--- config.mk ---
export PLATFORM = sky130hd
export DESIGN_NAME = sid_back
export DESIGN_NICKNAME = d
export VERILOG_FILES = /design/src/hdl/assert_macros.svh /design/src/hdl/sid_pkg.sv /design/src/hdl/sid_back.sv
export SDC_FILE = /design/constraint.sdc
export NUM_CORES = 1
export LEC_CHECK = 0
export BUFFER_PORTS_ARGS = -buffer_cell sky130_fd_sc_hd__buf_2
export CAP_MARGIN = 30
export CORE_ASPECT_RATIO = 0.5
export CORE_UTILIZATION = 42
export CTS_CLUSTER_DIAMETER = 30
export CTS_CLUSTER_SIZE = 16
export DETAILED_ROUTE_END_ITERATION = 16
export PLACE_DENSITY_LB_ADDON = 0.25
export REMOVE_ABC_BUFFERS = 1
export SLEW_MARGIN = 0
export SYNTH_ARGS = -nofsm -noshare
export SYNTH_HDL_FRONTEND = slang
export SYNTH_SLANG_ARGS = --single-unit
--- constraint.sdc ---
create_clock -name clock -period 11.61 [get_ports clock]
set_input_delay 1.7415 -clock clock [delete_from_list [all_inputs] [get_ports clock]]
set_output_delay 1.7415 -clock clock [all_outputs]
set_load 0.05 [all_outputs]
--- src/hdl/assert_macros.svh ---
// assertion helpers for the rtl top level
`ifndef ASSERT_MACROS_SVH
`define ASSERT_MACROS_SVH

// combinational invariant, checked at every rising clock edge out of reset
`define SID_ASSERT(label, expr) \
   label: assert property (@(posedge clock) disable iff (reset) (expr)) \
      else $error("assertion failed");

// implication checked at every rising clock edge out of reset
`define SID_ASSERT_IMPL(label, ante, cons) \
   label: assert property (@(posedge clock) disable iff (reset) (ante) |-> (cons)) \
      else $error("assertion failed");

`endif

--- src/hdl/sid_pkg.sv ---
// ----------------------------------------------------------------------------
// sid_pkg
// Sizes and shared types of the segment intersection pipeline.
// ----------------------------------------------------------------------------
package sid_pkg;

   localparam int COORD_WIDTH = 16;
   localparam int FRAC_BITS   = 8;

   localparam int IN_W  = 16;                    // port width of a coordinate
   localparam int OUT_W = 32;                    // port width of a point coordinate
   localparam int CW    = COORD_WIDTH;
   localparam int DW    = CW + 1;                // coordinate difference
   localparam int PW    = 2 * DW;                // product of two differences
   localparam int NW    = PW + 1;                // det, tn, sn
   localparam int MW    = NW - 1;                // magnitude of det or tn
   localparam int LH    = MW / 2;                // low part of tn magnitude
   localparam int HH    = MW - LH;               // high part of tn magnitude
   localparam int XW    = DW + MW + FRAC_BITS;   // dividend and quotient
   localparam int RW    = MW + 1;                // partial remainder
   localparam int QTW   = (XW < 63) ? XW : 63;
   localparam int BSW   = CW + FRAC_BITS;
   localparam int SW0   = ((QTW > BSW) ? QTW : BSW) + 2;
   localparam int SW    = (SW0 > 34) ? SW0 : 34; // point sum before saturation

   typedef struct packed {
      logic                  valid;
      logic                  hit;
      logic                  neg;
      logic signed [CW-1:0]  base;
      logic [XW-1:0]         dividend;
      logic [MW-1:0]         divisor;
   } div_in_type;

   typedef struct packed {
      logic                  valid;
      logic                  hit;
      logic                  neg;
      logic signed [CW-1:0]  base;
      logic [XW-1:0]         quot;
   } div_out_type;

endpackage

--- src/hdl/sid_back.sv ---
// ----------------------------------------------------------------------------
// sid_back
// Signs the quotients, adds the start point, saturates and holds the
// response register.
// ----------------------------------------------------------------------------
module sid_back (
   input  logic                    clock,
   input  logic                    reset,
   input  logic                    en,
   input  sid_pkg::div_out_type    quo_x,
   input  sid_pkg::div_out_type    quo_y,
   output logic                    rsp_valid,
   output logic                    rsp_hit,
   output logic signed [31:0]      rsp_inter_x,
   output logic signed [31:0]      rsp_inter_y,
   output logic                    rsp_clipped
);
   import sid_pkg::*;

   typedef struct packed {
      logic                     clip;
      logic signed [OUT_W-1:0]  val;
   } coord_type;

   localparam logic signed [SW-1:0] MAX_V = SW'(32'sh7fffffff);
   localparam logic signed [SW-1:0] MIN_V = SW'(32'sh80000000);

   logic                     valid_ff;
   logic                     hit_ff, hit_in;
   logic signed [OUT_W-1:0]  x_ff, x_in, y_ff, y_in;
   logic                     clip_ff, clip_in;
   coord_type                cx, cy;

   // quotient above 2^62 saturates before the add
   function automatic logic over_limit(input logic [XW-1:0] q);
      logic above, at62, below;
      above = 1'b0;
      at62  = 1'b0;
      below = 1'b0;
      for (int i = 0; i < XW; i++) begin
         if (i > 62) above = above | q[i];
         else if (i == 62) at62 = q[i];
         else below = below | q[i];
      end
      return above | (at62 & below);
   endfunction

   function automatic coord_type sat_coord(input div_out_type d);
      coord_type           r;
      logic signed [SW-1:0] b, qs, sum;
      b   = SW'(d.base);
      b   = b <<< FRAC_BITS;
      qs  = signed'(SW'(d.quot));
      qs  = d.neg ? -qs : qs;
      sum = b + qs;
      if (over_limit(d.quot)) begin
         r.clip = 1'b1;
         r.val  = d.neg ? MIN_V[OUT_W-1:0] : MAX_V[OUT_W-1:0];
      end else if (sum > MAX_V) begin
         r.clip = 1'b1;
         r.val  = MAX_V[OUT_W-1:0];
      end else if (sum < MIN_V) begin
         r.clip = 1'b1;
         r.val  = MIN_V[OUT_W-1:0];
      end else begin
         r.clip = 1'b0;
         r.val  = sum[OUT_W-1:0];
      end
      return r;
   endfunction

   always_comb begin
      cx      = sat_coord(quo_x);
      cy      = sat_coord(quo_y);
      hit_in  = quo_x.hit;
      x_in    = quo_x.hit ? cx.val : '0;
      y_in    = quo_x.hit ? cy.val : '0;
      clip_in = quo_x.hit & (cx.clip | cy.clip);
   end

   always_ff @(posedge clock) begin
      if (reset) begin
         valid_ff <= 1'b0;
      end else if (en) begin
         valid_ff <= quo_x.valid;
      end
      if (en) begin
         hit_ff  <= hit_in;
         x_ff    <= x_in;
         y_ff    <= y_in;
         clip_ff <= clip_in;
      end
   end

   assign rsp_valid   = valid_ff;
   assign rsp_hit     = hit_ff;
   assign rsp_inter_x = x_ff;
   assign rsp_inter_y = y_ff;
   assign rsp_clipped = clip_ff;

endmodule

== Yosys cells after proc, flatten, opt, wreduce, memory -nomap -nowiden ==
Cells that the tools add are included.

* Register bits: 67
* Output and inout port bits: 67
* Logic and storage cells: 26

* Add/sub/neg operators: 4
* Muxes and demuxes: 6
* Bitwise logic cells: 3
* $lt $le $gt $ge: 4
* Reduce and logical (&&, ||, !) cells: 2

{| class="wikitable"
|+ Operators by type and width
! operator !! number
|-
| 33-bit 2-to-1 mux || 4
|-
| 24-bit by 61-bit adder with 61-bit output || 2
|-
| 61-bit by 32-bit greater-than comparator with 1-bit output (second input constant) || 2
|-
| 61-bit by 32-bit less-than comparator with 1-bit output (second input constant) || 2
|-
| 61-bit 2-to-1 mux || 2
|-
| 59-bit negator with 61-bit output || 2
|-
| 2-bit OR reduction || 2
|-
| 1-bit AND || 1
|-
| 1-bit inverter || 1
|-
| 1-bit OR || 1
|}

== Depth between registers and ports, before layout ==
* Word-level depth: 8
* Depth in mapped cells: 28
* Mapped depth without buffers: 25

== Worst setup path before layout ==
OpenSTA, ideal clock, no wires.

* Kind: input port to flip-flop
* Start point: input quo_x[10] (netlist bit)
* End point: register x_ff[0] (netlist: rsp_inter_x[0]), data pin
* Setup slack: 3.806 ns
* Data required time: 11.481 ns
* Buffers on the path: 2
* Arrival: 7.674 ns
* Stages on the path: 22
* Path through: or4_1 or3_4 or3_4 or3_4 or3_1 or4_1 o21ai_0 xnor2_1 ha_1 clkbuf_1 a21o_1 nand2b_1 o32a_1 and2_1 or3_1 o311a_1 nor4_1 nand4_1 or4_1 a21oi_4 buf_6 o21a_1

* Cells in the longest elaborated chain, start to end: 6
* Elaborated cells between the ends (all ways): 7

{| class="wikitable"
|+ Ends and longest elaborated chain
! element !! line !! text
|-
| from (decl) || sid_back.sv:10 || <nowiki>input sid_pkg::div_out_type quo_x,</nowiki>
|-
| 59-bit negator with 61-bit output || sid_back.sv:54 || <nowiki>qs = d.neg ? -qs : qs;</nowiki>
|-
| 61-bit 2-to-1 mux (*) || sid_back.sv:54 ||
|-
| 24-bit by 61-bit adder with 61-bit output (*) || sid_back.sv:55 || <nowiki>sum = b + qs;</nowiki>
|-
| 61-bit by 32-bit less-than comparator with 1-bit output || sid_back.sv:62 || <nowiki>end else if (sum < MIN_V) begin</nowiki>
|-
| 33-bit 2-to-1 mux || sid_back.sv:62 ||
|-
| 33-bit 2-to-1 mux (*) || sid_back.sv:59 || <nowiki>end else if (sum > MAX_V) begin</nowiki>
|-
| to (signal assigned) || sid_back.sv:89 || <nowiki>x_ff <= x_in;</nowiki>
|-
| to (decl) || sid_back.sv:30 || <nowiki>logic signed [OUT_W-1:0] x_ff, x_in, y_ff, y_in;</nowiki>
|}

Every way passes the cells marked *; elsewhere a longest branch is shown, timed or not.
A chain may end at the register's enable or synchronous reset.

== Worst setup path after layout ==
* Start point: input quo_y[15] (netlist bit)
* End point: register y_ff[13] (netlist: rsp_inter_y[13]), data pin

* Cells in the longest elaborated chain, start to end: 6
* Elaborated cells between the ends (all ways): 7

{| class="wikitable"
|+ Ends and longest elaborated chain
! element !! line !! text
|-
| from (decl) || sid_back.sv:11 || <nowiki>input sid_pkg::div_out_type quo_y,</nowiki>
|-
| 59-bit negator with 61-bit output || sid_back.sv:54 ||
|-
| 61-bit 2-to-1 mux (*) || sid_back.sv:54 ||
|-
| 24-bit by 61-bit adder with 61-bit output (*) || sid_back.sv:55 ||
|-
| 61-bit by 32-bit less-than comparator with 1-bit output || sid_back.sv:62 ||
|-
| 33-bit 2-to-1 mux || sid_back.sv:62 ||
|-
| 33-bit 2-to-1 mux (*) || sid_back.sv:59 ||
|-
| to (signal assigned) || sid_back.sv:90 || <nowiki>y_ff <= y_in;</nowiki>
|-
| to (decl) || sid_back.sv:30 ||
|}

Marks and branches as above.

==> flow_metrics.env <==
export IMPL_clock_sinks=67
export IMPL_synthFlopType="edfxtp_1"
export IMPL_status="finished, final reports clean"
export IMPL_reg2reg_depth=2
export IMPL_hp_start="rsp_valid"
export IMPL_path_clk_slew_ps=60
export IMPL_finalWirelength_microns=37830
export IMPL_leakagePower_nw=5.543
export IMPL_core_sq_um=29180
export IMPL_synth_top_area_share_pct=15.79
export IMPL_switching_share_pct=48.38
export IMPL_met1_length_microns=17920
export IMPL_finalClockSkew_ps=0
export IMPL_place_gp_congestion=0.9862
export IMPL_drive_gt1_share_pct=15.48
export IMPL_clk_latency_ps=330
export IMPL_synth_edf_count=66
export IMPL_report_final_slew_viol_count=0
export IMPL_pwr_share_seq_pct=20.5
export IMPL_synthTopCellsByArea="edfxtp_1 (16%), ha_1 (11%), xnor2_1 (11%)"
export IMPL_detail_route_antenna_nets=0
export IMPL_cts_buffers=9
export IMPL_maxCapViolations=0
export IMPL_initial_core_util_pct=43.02
export IMPL_die_w_microns=246.5
export IMPL_rsz0062_at_grt="false"
export IMPL_antenna_found_initial=0
export IMPL_ys_warn_count=0
export IMPL_syn_cell_area_sq_um=12550
export IMPL_cellPowerDensity_nw_per_um2=115.3
export IMPL_grt_pass1_wl_microns=61670
export IMPL_fin_nets=2081
export IMPL_post_cts_resized=0
export IMPL_cts_hold_buf=0
export IMPL_min_path_cells=2
export IMPL_arrival_ps=9010
export IMPL_grtUsageTotal_pct=24.22
export IMPL_grt_pass1_vias=12010
export IMPL_peakVddDrop_mv=0.07764
export IMPL_drt_iter0_drc=952
export IMPL_grt_ovfl_total=0
export IMPL_critical_path_class="primary input to flip-flop"
export IMPL_p_clk_share_pct=15.6
export IMPL_crit_required_ps=11630
export IMPL_cp_max_fo=31
export IMPL_fin_crit_sh_pct=77.41
export IMPL_dieArea_sq_um=30630
export IMPL_areaGrowthSynthToFinish_pct=12.64
export IMPL_placed_area_sq_um=13870
export IMPL_p_comb_share_pct=63.9
export IMPL_synthArstFlopShare_pct=0
export IMPL_worst_setup_path_start_kind="primary input"
export IMPL_slew_headroom_pct=32.65
export IMPL_syn_area_per_cell_sq_um=7.580
export IMPL_intPower_mw=0.8416
export IMPL_hpwl_microns=30870
export IMPL_r2r_slack_ps=11020
export IMPL_timing_rr_end="rsp_valid"
export IMPL_h_tree_depth=3
export IMPL_hold_violations=0
export IMPL_dr_max_layer_used="met4"
export IMPL_setup_viol=0
export IMPL_finalSetupTns_ps=0
export IMPL_vias=13280
export IMPL_fmax_ghz=0.1113
export IMPL_wl_met2_microns=17650
export IMPL_slowest_stage="a211oi_1"
export IMPL_final_area_sq_um=14140
export IMPL_via_per_inst=6.018
export IMPL_die_height_microns=124.2
export IMPL_cts_setup_buffers=0
export IMPL_synth_cells=1656
export IMPL_post_route_min_period_ps=8987
export IMPL_max_slew_worst_pin_slew_ps=1004
export IMPL_root_buffer="clkbuf_16"
export IMPL_max_stage_delay_ps=840
export IMPL_end_kind="flip-flop"
export IMPL_worstReg2RegStart="rsp_valid"
export IMPL_ios=226
export IMPL_synth_cell_types=92
export IMPL_grt_max_degree=68
export IMPL_drc=0
export IMPL_portBuffers=223
export IMPL_cts_tree="yes"
export IMPL_ctsLongestPathBuffers=2
export IMPL_routedWlPerCell_microns=17.15
export IMPL_row_count=44
export IMPL_switchingPower_mw=0.7888
export IMPL_diodes=0
export IMPL_dr_pass1_iters=5
export IMPL_wl_met3_microns=1610
export IMPL_synth_seq_cells=67
export IMPL_path_cells="buf_2 -> or4_1 -> or3_1 -> or3_1 -> or3_1 -> or3_4 -> nand2b_1 -> nand2b_1 -> o41ai_1 -> xnor2_1 -> ha_1 -> nand3_1 -> nor2_1 -> a211oi_1 -> a211oi_1 -> nor2_1 -> a211oi_1 -> nor4_1 -> nand4_1 -> nor4_1 -> a21oi_1 -> nand2_1 -> o21ai_0"
export IMPL_ys_seq_area_share_pct=15.95
export IMPL_synth_largest_area_cell="edfxtp_1"
export IMPL_hold_path_class="flip-flop to flip-flop"
export IMPL_min_to="rsp_valid"
-- stage by stage --
step | hold WS, ps | setup slack (ps) | power [mW] | std cells | utilization (%)
final | 499.2 | 2623 | 1.630 | 2206 | 48.46
after global routing | 545.3 | 2063 | 1.745 | 2206 | 48.46
after CTS | 499.6 | 2615 | 1.626 | 2206 | 48.46
after detailed placement | 482.9 | 2334 | 1.367 | 2192 | 47.53
after global placement | 478.0 | 2432 | 1.359 | 2191 | 47.44
after floorplan | 732.6 | 3674 | 1.096 | 1574 | -
-- state kept, by name (all words and copies together) (netlist names) --
register,cells
rsp_valid,1
rsp_hit,1
rsp_inter_y,32
rsp_inter_x,32
rsp_clipped,1
-- metal layers --
layer	track usage [%]	up-vias
li1	-	6668
met1	34.06	6202
met2	40.38	367
met3	2.011	39
met4	4.684	0
met5	0	-
-- worst max-delay path: cells and delay by family --
kind | cells | cell delay [ps]
AOI/OAI and AO/OA | 6 | 1980
xor gates and xnor gates | 1 | 110
adders and majority gates | 1 | 430
buffers and inverters | 1 | 110
and+or+nand+nor | 14 | 4620
-- kinds of logic (layout without fill, tap and decap cells) --
logic type,count (synthesis),after routing,synth area share (%)
AO/OA/AOI/OAI,592,592,30.86
flip-flops,67,67,15.95
buffers and inverters,114,273,3.718
AND/OR/NAND/NOR,569,569,23.83
XOR/XNOR,194,194,13.74
adder cells (fa/ha/maj),110,110,11.08
multiplexers,10,10,0.8173
-- synth_stat cells, drive strengths merged, types with 6 or more instances --
| cell type | number |
|---|---|
| a31oi | 12 |
| o211ai | 22 |
| a21o | 57 |
| o2111ai | 7 |
| buf | 8 |
| a211oi | 23 |
| edfxtp | 66 |
| o21bai | 11 |
| o31a | 6 |
| o21a | 26 |
| nor2 | 106 |
| clkbuf | 74 |
| mux2i | 8 |
| nand4 | 53 |
| inv | 32 |
| a21boi | 6 |
| or2 | 13 |
| and2 | 11 |
| o31ai | 46 |
| or4 | 20 |
| nor3 | 45 |
| xor2 | 39 |
| nand3 | 42 |
| o41ai | 17 |
| nor4 | 32 |
| nand2b | 26 |
| a21oi | 136 |
| nand2 | 146 |
| and3 | 7 |
| nor2b | 12 |
| o21ai | 161 |
| xnor2 | 155 |
| or3 | 31 |
| ha | 108 |
| a211o | 6 |
-- layout by cell type (no fill, tap or decap), types with 43 or more instances in the layout --
| cell type | n |
|---|---|
| a21o_1 | 56 |
| a21oi_1 | 135 |
| buf_2 | 223 |
| edfxtp_1 | 66 |
| ha_1 | 108 |
| nand2_1 | 146 |
| nand4_1 | 53 |
| nor2_1 | 106 |
| nor3_1 | 43 |
| o21ai_0 | 158 |
| o31ai_1 | 44 |
| xnor2_1 | 153 |
-- power groups by stage --
stage	Combinational [mW]	Clock, mW	Sequential [mW]
final	1.04	0.254	0.335
after global routing	1.14	0.270	0.338
after CTS	1.03	0.258	0.336
after detailed placement	1.03	0	0.340
after global placement	1.02	0	0.340
after floorplan	0.621	0	0.475
-- worst max-delay path by stage --
| stage | from | to | slack [ps] | depth (start not counted) |
|---|---|---|---|---|
| global route | quo_y[2] | rsp_inter_y[13] | 2060 | 24 |
| global placement | quo_y[15] | rsp_inter_y[23] | 2430 | 23 |
| finish | quo_y[15] | rsp_inter_y[13] | 2620 | 23 |
| CTS | quo_y[15] | rsp_inter_y[13] | 2620 | 23 |
| floorplan | quo_x[10] | rsp_inter_x[30] | 3670 | 20 |
| detailed placement | quo_y[2] | rsp_inter_y[13] | 2330 | 24 |
-- final cells by class --
class / instances / area [sq um]
clock inverter: 5 / 46.29
multi-input combinational: 1475 / 10090
fill: 3035 / 15040
inverter: 32 / 120.1
clock buffer: 9 / 225.2
sequential: 67 / 2002
timing repair buffer: 227 / 1166
tap: 391 / 489.2
Power figures use the tool's default switching activity.
